$ cat config.mk
export PLATFORM = sky130hd
export DESIGN_NAME = descriptor_slot_allocator_core_flat
export DESIGN_NICKNAME = d
export VERILOG_FILES = /design/src/rtl/dsa_pkg.sv /design/src/rtl/dsa_if.sv /design/src/rtl/descriptor_slot_allocator_core.sv /design/src/flat_wrapper.sv
export SDC_FILE = /design/constraint.sdc
export NUM_CORES = 1
export LEC_CHECK = 0
export ABC_AREA = 1
export BUFFER_PORTS_ARGS = -buffer_cell sky130_fd_sc_hd__clkbuf_2
export CAP_MARGIN = 20
export CELL_PAD_IN_SITES_DETAIL_PLACEMENT = 1
export CELL_PAD_IN_SITES_GLOBAL_PLACEMENT = 1
export CORE_UTILIZATION = 43
export CTS_CLUSTER_SIZE = 8
export DETAILED_ROUTE_END_ITERATION = 6
export PLACE_DENSITY = 0.77
export SKIP_CTS_REPAIR_TIMING = 1
export SLEW_MARGIN = 5
export SYNTH_ARGS = -nofsm -noshare
export SYNTH_HDL_FRONTEND = slang
export SYNTH_SLANG_ARGS = --single-unit
$ cat constraint.sdc
create_clock -name clk_i -period 4.4 [get_ports clk_i]
set_clock_uncertainty 0.1 [all_clocks]
set_input_delay 0.66 -clock clk_i [delete_from_list [all_inputs] [get_ports clk_i]]
set_output_delay 0.66 -clock clk_i [all_outputs]
set_load 0.005 [all_outputs]
$ cat src/rtl/dsa_pkg.sv
package dsa_pkg;

  // Table geometry
  localparam int SLOTS  = 16;
  localparam int SLOT_W = (SLOTS > 1) ? $clog2(SLOTS) : 1;
  localparam int CNT_W  = $clog2(SLOTS + 1);

  // Field widths of the item channels
  localparam int CMD_W    = 2;
  localparam int FD_W     = 8;
  localparam int HANDLE_W = 32;
  localparam int STATUS_W = 2;

  typedef enum logic [CMD_W-1:0] {
    CMD_ALLOC  = 2'd0,
    CMD_REMOVE = 2'd1,
    CMD_GET    = 2'd2
  } cmd_e;

  typedef enum logic [STATUS_W-1:0] {
    ST_OK      = 2'd0,
    ST_FULL    = 2'd1,
    ST_INVALID = 2'd2
  } status_e;

endpackage

$ cat src/rtl/dsa_if.sv
// Request channel: one command item
interface dsa_req_if;
  import dsa_pkg::*;

  logic                valid;
  logic                ready;
  logic [CMD_W-1:0]    cmd;
  logic [FD_W-1:0]     fd;
  logic [HANDLE_W-1:0] handle_in;

  modport source (output valid, cmd, fd, handle_in, input ready);
  modport sink   (input valid, cmd, fd, handle_in, output ready);
endinterface

// Response channel: one result item
interface dsa_rsp_if;
  import dsa_pkg::*;

  logic                valid;
  logic                ready;
  logic [STATUS_W-1:0] status;
  logic [FD_W-1:0]     fd_out;
  logic [HANDLE_W-1:0] handle_out;

  modport source (output valid, status, fd_out, handle_out, input ready);
  modport sink   (input valid, status, fd_out, handle_out, output ready);
endinterface

$ cat src/rtl/descriptor_slot_allocator_core.sv
// Descriptor slot allocator. A table of SLOTS descriptor slots, each holding a
// 32-bit handle and a valid bit. Allocate stores handle_in in the first empty
// slot found by a circular search starting at the first-free hint and returns
// that slot in fd_out; remove empties slot fd and returns its old handle; get
// returns the handle of slot fd. One result item is given for every request
// item. The block works on one item at a time and takes a new request only
// once the previous result has been taken or is being taken. A single
// incrementer and compare steps the search one slot per clock, looking at up to
// SLOTS slots from the hint before an allocate gives its result; remove and get
// make one registered read of the handle store; a full table or an unused
// command is answered straight from the idle state.
// The valid bits are cleared at reset; no clearing pass is needed.
module descriptor_slot_allocator_core (
  input  logic      clk_i,
  input  logic      rst_ni,
  dsa_req_if.sink   req,
  dsa_rsp_if.source rsp
);
  import dsa_pkg::*;

  typedef enum logic [1:0] {
    S_IDLE,
    S_SCAN,
    S_FETCH
  } state_e;

  state_e              state_q, state_d;
  logic [SLOTS-1:0]    valid_q, valid_d;
  logic [CNT_W-1:0]    used_q, used_d;
  logic [CNT_W-1:0]    hint_q, hint_d;
  logic [SLOT_W-1:0]   idx_q, idx_d;
  logic [CNT_W-1:0]    step_q, step_d;
  logic [CMD_W-1:0]    cmd_q, cmd_d;
  logic [FD_W-1:0]     fd_q, fd_d;
  logic                range_ok_q, range_ok_d;
  logic [HANDLE_W-1:0] handle_q, handle_d;

  logic                rsp_valid_q, rsp_valid_d;
  logic [STATUS_W-1:0] status_q, status_d;
  logic [FD_W-1:0]     fd_out_q, fd_out_d;
  logic [HANDLE_W-1:0] handle_out_q, handle_out_d;

  // Handle store
  logic [HANDLE_W-1:0] mem_q [SLOTS];
  logic [HANDLE_W-1:0] rd_q;
  logic                mem_we;
  logic [SLOT_W-1:0]   slot_sel;

  logic                accept;
  logic [SLOT_W-1:0]   start_idx;
  logic [SLOT_W-1:0]   fd_idx;
  logic                fetch_ok;

  assign req.ready = (state_q == S_IDLE) && (!rsp_valid_q || rsp.ready);
  assign accept    = req.valid && req.ready;

  assign rsp.valid      = rsp_valid_q;
  assign rsp.status     = status_q;
  assign rsp.fd_out     = fd_out_q;
  assign rsp.handle_out = handle_out_q;

  // Hint taken modulo SLOTS: it only ever reaches SLOTS itself
  assign start_idx = (hint_q == CNT_W'(SLOTS)) ? '0 : hint_q[SLOT_W-1:0];
  assign fd_idx    = fd_q[SLOT_W-1:0];
  assign fetch_ok  = range_ok_q && valid_q[fd_idx];
  assign slot_sel  = (state_q == S_SCAN) ? idx_q : req.fd[SLOT_W-1:0];

  // Sequencer and next values
  always_comb begin
    state_d      = state_q;
    valid_d      = valid_q;
    used_d       = used_q;
    hint_d       = hint_q;
    idx_d        = idx_q;
    step_d       = step_q;
    cmd_d        = cmd_q;
    fd_d         = fd_q;
    range_ok_d   = range_ok_q;
    handle_d     = handle_q;
    rsp_valid_d  = rsp_valid_q && !rsp.ready;
    status_d     = status_q;
    fd_out_d     = fd_out_q;
    handle_out_d = handle_out_q;
    mem_we       = 1'b0;

    case (state_q)
      S_IDLE: begin
        if (accept) begin
          cmd_d      = req.cmd;
          fd_d       = req.fd;
          range_ok_d = ({1'b0, req.fd} < (FD_W + 1)'(SLOTS));
          handle_d   = req.handle_in;
          case (req.cmd)
            CMD_ALLOC: begin
              if (used_q >= CNT_W'(SLOTS)) begin
                rsp_valid_d  = 1'b1;
                status_d     = ST_FULL;
                fd_out_d     = '0;
                handle_out_d = '0;
              end else begin
                idx_d   = start_idx;
                step_d  = '0;
                state_d = S_SCAN;
              end
            end
            CMD_REMOVE, CMD_GET: begin
              state_d = S_FETCH;
            end
            default: begin
              rsp_valid_d  = 1'b1;
              status_d     = ST_INVALID;
              fd_out_d     = '0;
              handle_out_d = '0;
            end
          endcase
        end
      end

      // One slot looked at per cycle
      S_SCAN: begin
        if (!valid_q[idx_q]) begin
          mem_we         = 1'b1;
          valid_d[idx_q] = 1'b1;
          hint_d         = CNT_W'(idx_q) + CNT_W'(1);
          used_d         = used_q + CNT_W'(1);
          rsp_valid_d    = 1'b1;
          status_d       = ST_OK;
          fd_out_d       = FD_W'(idx_q);
          handle_out_d   = '0;
          state_d        = S_IDLE;
        end else if (step_q == CNT_W'(SLOTS - 1)) begin
          rsp_valid_d  = 1'b1;
          status_d     = ST_FULL;
          fd_out_d     = '0;
          handle_out_d = '0;
          state_d      = S_IDLE;
        end else begin
          idx_d  = (idx_q == SLOT_W'(SLOTS - 1)) ? '0 : idx_q + SLOT_W'(1);
          step_d = step_q + CNT_W'(1);
        end
      end

      // Handle read back; check and answer
      S_FETCH: begin
        rsp_valid_d = 1'b1;
        fd_out_d    = '0;
        state_d     = S_IDLE;
        if (fetch_ok) begin
          status_d     = ST_OK;
          handle_out_d = rd_q;
          if (cmd_q == CMD_REMOVE) begin
            valid_d[fd_idx] = 1'b0;
            if (CNT_W'(fd_idx) < hint_q) begin
              hint_d = CNT_W'(fd_idx);
            end
            if (used_q != '0) begin
              used_d = used_q - CNT_W'(1);
            end
          end
        end else begin
          status_d     = ST_INVALID;
          handle_out_d = '0;
        end
      end

      default: begin
        state_d = S_IDLE;
      end
    endcase
  end

  // State, control and result register
  always_ff @(posedge clk_i or negedge rst_ni) begin
    if (!rst_ni) begin
      state_q     <= S_IDLE;
      valid_q     <= '0;
      used_q      <= '0;
      hint_q      <= '0;
      rsp_valid_q <= 1'b0;
      idx_q       <= '0;
      step_q      <= '0;
      cmd_q       <= '0;
    end else begin
      state_q     <= state_d;
      valid_q     <= valid_d;
      used_q      <= used_d;
      hint_q      <= hint_d;
      rsp_valid_q <= rsp_valid_d;
      idx_q       <= idx_d;
      step_q      <= step_d;
      cmd_q       <= cmd_d;
    end
  end

  // Payload registers
  always_ff @(posedge clk_i) begin
    fd_q         <= fd_d;
    range_ok_q   <= range_ok_d;
    handle_q     <= handle_d;
    status_q     <= status_d;
    fd_out_q     <= fd_out_d;
    handle_out_q <= handle_out_d;
  end

  // Handle store: one write and one registered read per cycle
  always_ff @(posedge clk_i) begin
    if (mem_we) begin
      mem_q[slot_sel] <= handle_q;
    end
    rd_q <= mem_q[slot_sel];
  end

endmodule
$ cat src/flat_wrapper.sv
// flat-port wrapper written by rule: the top's interface ports become plain ports
module descriptor_slot_allocator_core_flat import dsa_pkg::*;
  (clk_i, rst_ni, req_valid, req_cmd, req_fd, req_handle_in, req_ready, rsp_valid, rsp_status, rsp_fd_out, rsp_handle_out, rsp_ready);
  dsa_req_if req_i ();
  dsa_rsp_if rsp_i ();
  input  logic clk_i;
  input  logic rst_ni;
  input wire logic [$bits(req_i.valid)-1:0] req_valid;
  input wire logic [$bits(req_i.cmd)-1:0] req_cmd;
  input wire logic [$bits(req_i.fd)-1:0] req_fd;
  input wire logic [$bits(req_i.handle_in)-1:0] req_handle_in;
  output wire logic [$bits(req_i.ready)-1:0] req_ready;
  output wire logic [$bits(rsp_i.valid)-1:0] rsp_valid;
  output wire logic [$bits(rsp_i.status)-1:0] rsp_status;
  output wire logic [$bits(rsp_i.fd_out)-1:0] rsp_fd_out;
  output wire logic [$bits(rsp_i.handle_out)-1:0] rsp_handle_out;
  input wire logic [$bits(rsp_i.ready)-1:0] rsp_ready;
  assign req_i.valid = req_valid;
  assign req_i.cmd = req_cmd;
  assign req_i.fd = req_fd;
  assign req_i.handle_in = req_handle_in;
  assign req_ready = req_i.ready;
  assign rsp_valid = rsp_i.valid;
  assign rsp_status = rsp_i.status;
  assign rsp_fd_out = rsp_i.fd_out;
  assign rsp_handle_out = rsp_i.handle_out;
  assign rsp_i.ready = rsp_ready;
  descriptor_slot_allocator_core u_core (.clk_i(clk_i), .rst_ni(rst_ni), .req(req_i), .rsp(rsp_i));
endmodule
==> results of run 1 <==
## path summary, 6_finish.rpt
path                       depth (start not counted)                   end
setup / recovery                                   9  u_core.mem_q[11][25]
hold / removal                                     1   u_core.handle_q[11]
setup reg to reg                                   9  u_core.mem_q[11][25]
hold reg to reg                                    2      u_core.hint_q[3]
max in group asynchronous                          3      u_core.step_q[2]
min in group asynchronous                          2     u_core.valid_q[4]
## power breakdown
part,total [mW],internal (mW),switching (mW)
Sequential,8.45,7.86,0.598
Clock,6.61,3.98,2.63
Combinational,4.55,1.35,3.20
## cell type report
class | instances | area, um2
flip-flops and latches | 659 | 19300
clock buffers | 161 | 2560
repair buffers | 122 | 881
well taps | 765 | 957
multi-input cells | 903 | 5100
clock inverters | 8 | 139
inverters | 101 | 387
fillers | 5656 | 28300
## layer usage
| layer | routed length, um | vias to the layer above | share of wire | GRT usage |
|---|---|---|---|---|
| li1 | - | 6823 | - | - |
| met1 | 27500 | 7932 | 0.41 | 0.293 |
| met2 | 33800 | 605 | 0.50 | 0.391 |
| met3 | 4410 | 114 | 0.065 | 0.0420 |
| met4 | 1730 | 0 | 0.026 | 0.0801 |
| met5 | 0 | - | 0 | 0 |
## flip-flops by register name, indices dropped and copies added, names as in the netlist
signal,cells
u_core.valid_q,16
u_core.mem_q,512
u_core.fd_q,4
u_core.rsp.handle_out,32
u_core.rsp.valid,1
u_core.hint_q,5
u_core.state_q,2
u_core.range_ok_q,1
u_core.rd_q,32
u_core.step_q,5
u_core.handle_q,32
u_core.rsp.status,2
u_core.used_q,5
u_core.cmd_q,2
u_core.rsp.fd_out,4
u_core.idx_q,4
## cell usage in the layout (no fill, tap or decap), types with 18 or more instances in the layout
cell type / count
edfxtp_1: 587
buf_4: 22
dfrtp_1: 40
clkbuf_16: 92
inv_1: 88
nor3_1: 32
ha_1: 18
clkbuf_1: 69
nand3_1: 21
nor2_1: 70
dfxtp_1: 32
nand2_1: 261
nor2_4: 18
a21oi_1: 105
o21ai_0: 67
clkbuf_2: 85
a22oi_1: 256
## kinds of logic after synthesis
| kind of cell | share of synthesized area |
|---|---|
| xor gates and xnor gates | 0.00315 |
| other | 0.000150 |
| adders and majority gates | 0.00979 |
| and+or+nand+nor | 0.0676 |
| buffers and inverters | 0.0335 |
| AOI/OAI and AO/OA | 0.117 |
| DFF | 0.769 |
==> flow_metrics.tcl, run 1 <==
set metrics [dict create \
    ys_ff_latch 659 \
    viasPerCell 5.69 \
    antenna_found_initial 0 \
    pin_count 90 \
    dp_slack_ns 0.667 \
    drt_first_pass_iters 5 \
    synth-main-ff-cell "edfxtp_1" \
    dp.cells 2548 \
    fin_setup_tns_ns 0 \
    ff2ff_setup_slack_ns 0.60 \
    synth_top_area_frac 0.703 \
    synth.most_common_cell "edfxtp_1" \
    finalPower_mw 19.6 \
    setup_violations 0 \
    cp_max_fo 20 \
    start_util 0.435 \
    power.density_nw_per_um2 669 \
    setup.worst_path.start "u_core.state_q[1]" \
    place_hpwl_um 38700 \
    power.leakage_nw 10.2 \
    status "finished clean" \
    ys_types 39 \
    reg2reg_from "u_core.state_q[1]" \
    hold_violations 0 \
    die_width_um 243 \
    path_cells "inv_1, ha_1, inv_2, nand2_1, nand2_1, nor2_4, nand2_1, nor2_4, buf_4" \
    worst_pin_slew_ns 1.11 \
    max-slew-margin-rel 0.259 \
    wirelength_um 67500 \
    yosys_warnings 0 \
    fin_ws_ns 0.596 \
    synth_area_leaders "edfxtp_1 70%, a22oi_1 7.7%, dfrtp_1 4.0%" \
    synth_edf_count 587 \
    cts_tree "yes" \
    grt_start_max_net_pins 129 \
    yosysTopAreaCell "edfxtp_1" \
    hold_class "primary input to flip-flop" \
    htree_levels 3 \
    fin_hold_ws_ns 0.0892 \
    avgSynthCellArea_um2 14.3 \
    clk_latency_ns 0.65 \
    ant_nets 0 \
    drtIter0Drc 1415 \
    numCtsBuffers 92 \
    async_flop_share 0.0607 \
    cp.arrival_ns 4.00 \
    dieArea_um2 59200 \
    ir_drop_uv 521 \
    syn2layout_area_growth_pct 16.9 \
    antenna_cells 0 \
    port_buffers 85 \
    syn_area_um2 25100 \
    finalCriticalPeriod_ns 3.80 \
    place_area_um2 26600 \
    cpPeakStageDelay_ns 0.54 \
    avgRoutedWirePerCell_um 24.8 \
    fp.dieH_um 243 \
    overflow 0 \
    rsz0062_at_grt "false" \
    netlist_top_cells_count "587 x edfxtp_1, 261 x nand2_1, 256 x a22oi_1, 105 x a21oi_1, 90 x inv_1" \
    clk_pin_slew_ns 0.05 \
    nNetsFinal 1944 \
    drcViolationCount 0 \
    drv_cap 0 \
    critPathBufInv 3 \
    grtUsageTotal 0.229 \
    cp-end-kind "flip-flop" \
    vias 15500 \
    cpLargestDelayFamily "simple AND/OR/NAND/NOR gates" \
    stdcell_area_um2 29300 \
    core_area_um2 57600 \
    post-route-period-util 0.865 \
    worstPathRequired_ns 4.60 \
    rows 88 \
    path_common_cell "nand2_1" \
    worst_setup_path_start_kind "flip-flop" \
    layout-drive-gt1-share 0.134 \
    worstSetupPathType "flip-flop to flip-flop" \
    post_synth_inst_count 1748 \
    layoutNonFillerInstCount 2719 \
    grt_pass1_wl_um 102000 \
    holdCritStartpoint "req_handle_in[11]" \
    clock-root-buffer "clkbuf_16" \
    slew_viol_final 0 \
    grt_pass1_vias 16500 \
    cts_max_path_buffers 3 \
    final_util 0.509 \
    clock_sinks 659 \
    place.gp.congestion 0.877 \
    fmax_ghz 0.263 \
    crit_path_top_delay_cell "ha_1" \
    synth-seq-area-share 0.769 \
]
Power figures use the tool's default switching activity.
==> inputs of run 2 (changes only) <==
--- a/config.mk
+++ b/config.mk
@@ -10,10 +10,10 @@
 export CAP_MARGIN = 20
 export CELL_PAD_IN_SITES_DETAIL_PLACEMENT = 1
 export CELL_PAD_IN_SITES_GLOBAL_PLACEMENT = 1
-export CORE_UTILIZATION = 43
+export CORE_UTILIZATION = 32
 export CTS_CLUSTER_SIZE = 8
 export DETAILED_ROUTE_END_ITERATION = 6
-export PLACE_DENSITY = 0.77
+export PLACE_DENSITY = 0.62
 export SKIP_CTS_REPAIR_TIMING = 1
 export SLEW_MARGIN = 5
 export SYNTH_ARGS = -nofsm -noshare
==> run 2 against run 1 <==
Die area increased by 34%. Critical path depth did not move. Register-to-register slack gained 0.34 ns. Clock power hardly changed. Combinational power about the same. Worst setup slack improved by 0.34 ns. Via count decreased by 1.7%. Count of clock-buffer cells in the layout increased by 3. Power hardly changed. Non-clock buffer count increased by 4. Critical path type unchanged. Largest power group unchanged.
==> flow_metrics.tcl, run 2 (synthesis results as in run 1) <==
set metrics [dict create \
    status "finished clean" \
    finalCriticalPeriod_ns 3.46 \
    rows 102 \
    final_cell_mix "587 x edfxtp_1, 261 x nand2_1, 256 x a22oi_1, 105 x a21oi_1, 93 x clkbuf_16" \
    vias 15200 \
    drtIter0Drc 1088 \
    nNetsFinal 1949 \
    setup_violations 0 \
    clk_pin_slew_ns 0.05 \
    final_common_cell "edfxtp_1" \
    fin_hold_ws_ns 0.103 \
    start_util 0.323 \
    setup.worst_path.start "u_core.state_q[1]" \
    fp.dieH_um 282 \
    power.density_nw_per_um2 660 \
    worst_setup_path_start_kind "flip-flop" \
    hold_class "primary input to flip-flop" \
    antenna_found_initial 1 \
    power.leakage_nw 10.3 \
    htree_levels 3 \
    dieArea_um2 79400 \
    stdcell_area_um2 29700 \
    layoutNonFillerInstCount 2999 \
    final_util 0.384 \
    antenna_cells 0 \
    r2r_cells 9 \
    regMostFlops "u_core.mem_q" \
    drv_cap 0 \
    dp_slack_ns 0.880 \
    fin_ws_ns 0.940 \
    cp_max_fo 39 \
    overflow 0 \
    grtUsageTotal 0.171 \
    place.gp.congestion 0.861 \
    die_width_um 282 \
    ff2ff_setup_slack_ns 0.94 \
    cts_tree "yes" \
    clock_sinks 659 \
    ir_drop_uv 327 \
    viasPerCell 5.07 \
    holdCritStartpoint "req_handle_in[16]" \
    pin_count 90 \
    r2r_end "u_core.mem_q[6][29]" \
    largest_reg_flops 512 \
    wirelength_um 67200 \
    worstSetupPathType "flip-flop to flip-flop" \
    ant_nets 0 \
    grt_pass1_wl_um 102000 \
    cts_max_path_buffers 3 \
    hold_violations 0 \
    rsz0062_at_grt "false" \
    core_area_um2 77500 \
    port_buffers 85 \
    worst_pin_slew_ns 0.874 \
    fin_setup_tns_ns 0 \
    fmax_ghz 0.289 \
    clk_latency_ns 0.63 \
    drt_first_pass_iters 7 \
    max-slew-margin-rel 0.416 \
    grt_start_max_net_pins 129 \
    dp.cells 2828 \
    reg2reg_from "u_core.state_q[1]" \
    worstPathRequired_ns 4.56 \
    cp-endpoint "u_core.mem_q[6][29]" \
    syn2layout_area_growth_pct 18.6 \
    clock-root-buffer "clkbuf_16" \
    place_hpwl_um 38000 \
    place_area_um2 27000 \
    post-route-period-util 0.786 \
    layout-drive-gt1-share 0.137 \
    avgRoutedWirePerCell_um 22.4 \
    cp.arrival_ns 3.62 \
    grt_pass1_vias 16100 \
    numCtsBuffers 93 \
    cp-end-kind "flip-flop" \
    finalPower_mw 19.6 \
    drcViolationCount 0 \
    slew_viol_final 0 \
]
[run 2: layout make-up]
type                       count  area, um2
clock inverter                 6        101
inverter                     101        387
clock buffer                 164       2620
timing repair buffer         126        931
fill                        8027      47800
tap                         1040       1300
multi-input combinational    903       5100
sequential                   659      19300
[run 2: worst min path at each step]
stage                           to  slack, ns  cells after the start
2_1_floorplan      u_core.cmd_q[0]       0.26                      0
3_3_place_gp      u_core.hint_q[3]       0.37                      2
3_5_place_dp      u_core.hint_q[3]       0.37                      2
4_1_cts         u_core.valid_q[11]      -0.08                      1
5_1_grt        u_core.handle_q[15]       0.07                      1
6_report       u_core.handle_q[16]       0.10                      1
[run 2: per-layer routing]
| metal | global-route usage | wire length (um) |
|---|---|---|
| met5 | 0 | 0 |
| met3 | 0.0304 | 3250 |
| met1 | 0.229 | 30100 |
| met2 | 0.284 | 32400 |
| met4 | 0.0463 | 1460 |
[run 2: critical path: stages (launching register included)]
cell	delay, ns
dfrtp_1	0.41
inv_1	0.09
ha_1	0.54
nand2_1	0.20
nand2_1	0.19
nand2_1	0.11
inv_4	0.40
nand2_1	0.36
nor2_4	0.15
buf_4	0.53
[run 2: where the power goes]
group	internal, mW	leakage (nW)	switching [mW]
logic	1.37	2.86	3.19
clock network	4.01	1.29	2.61
registers	7.85	6.12	0.577
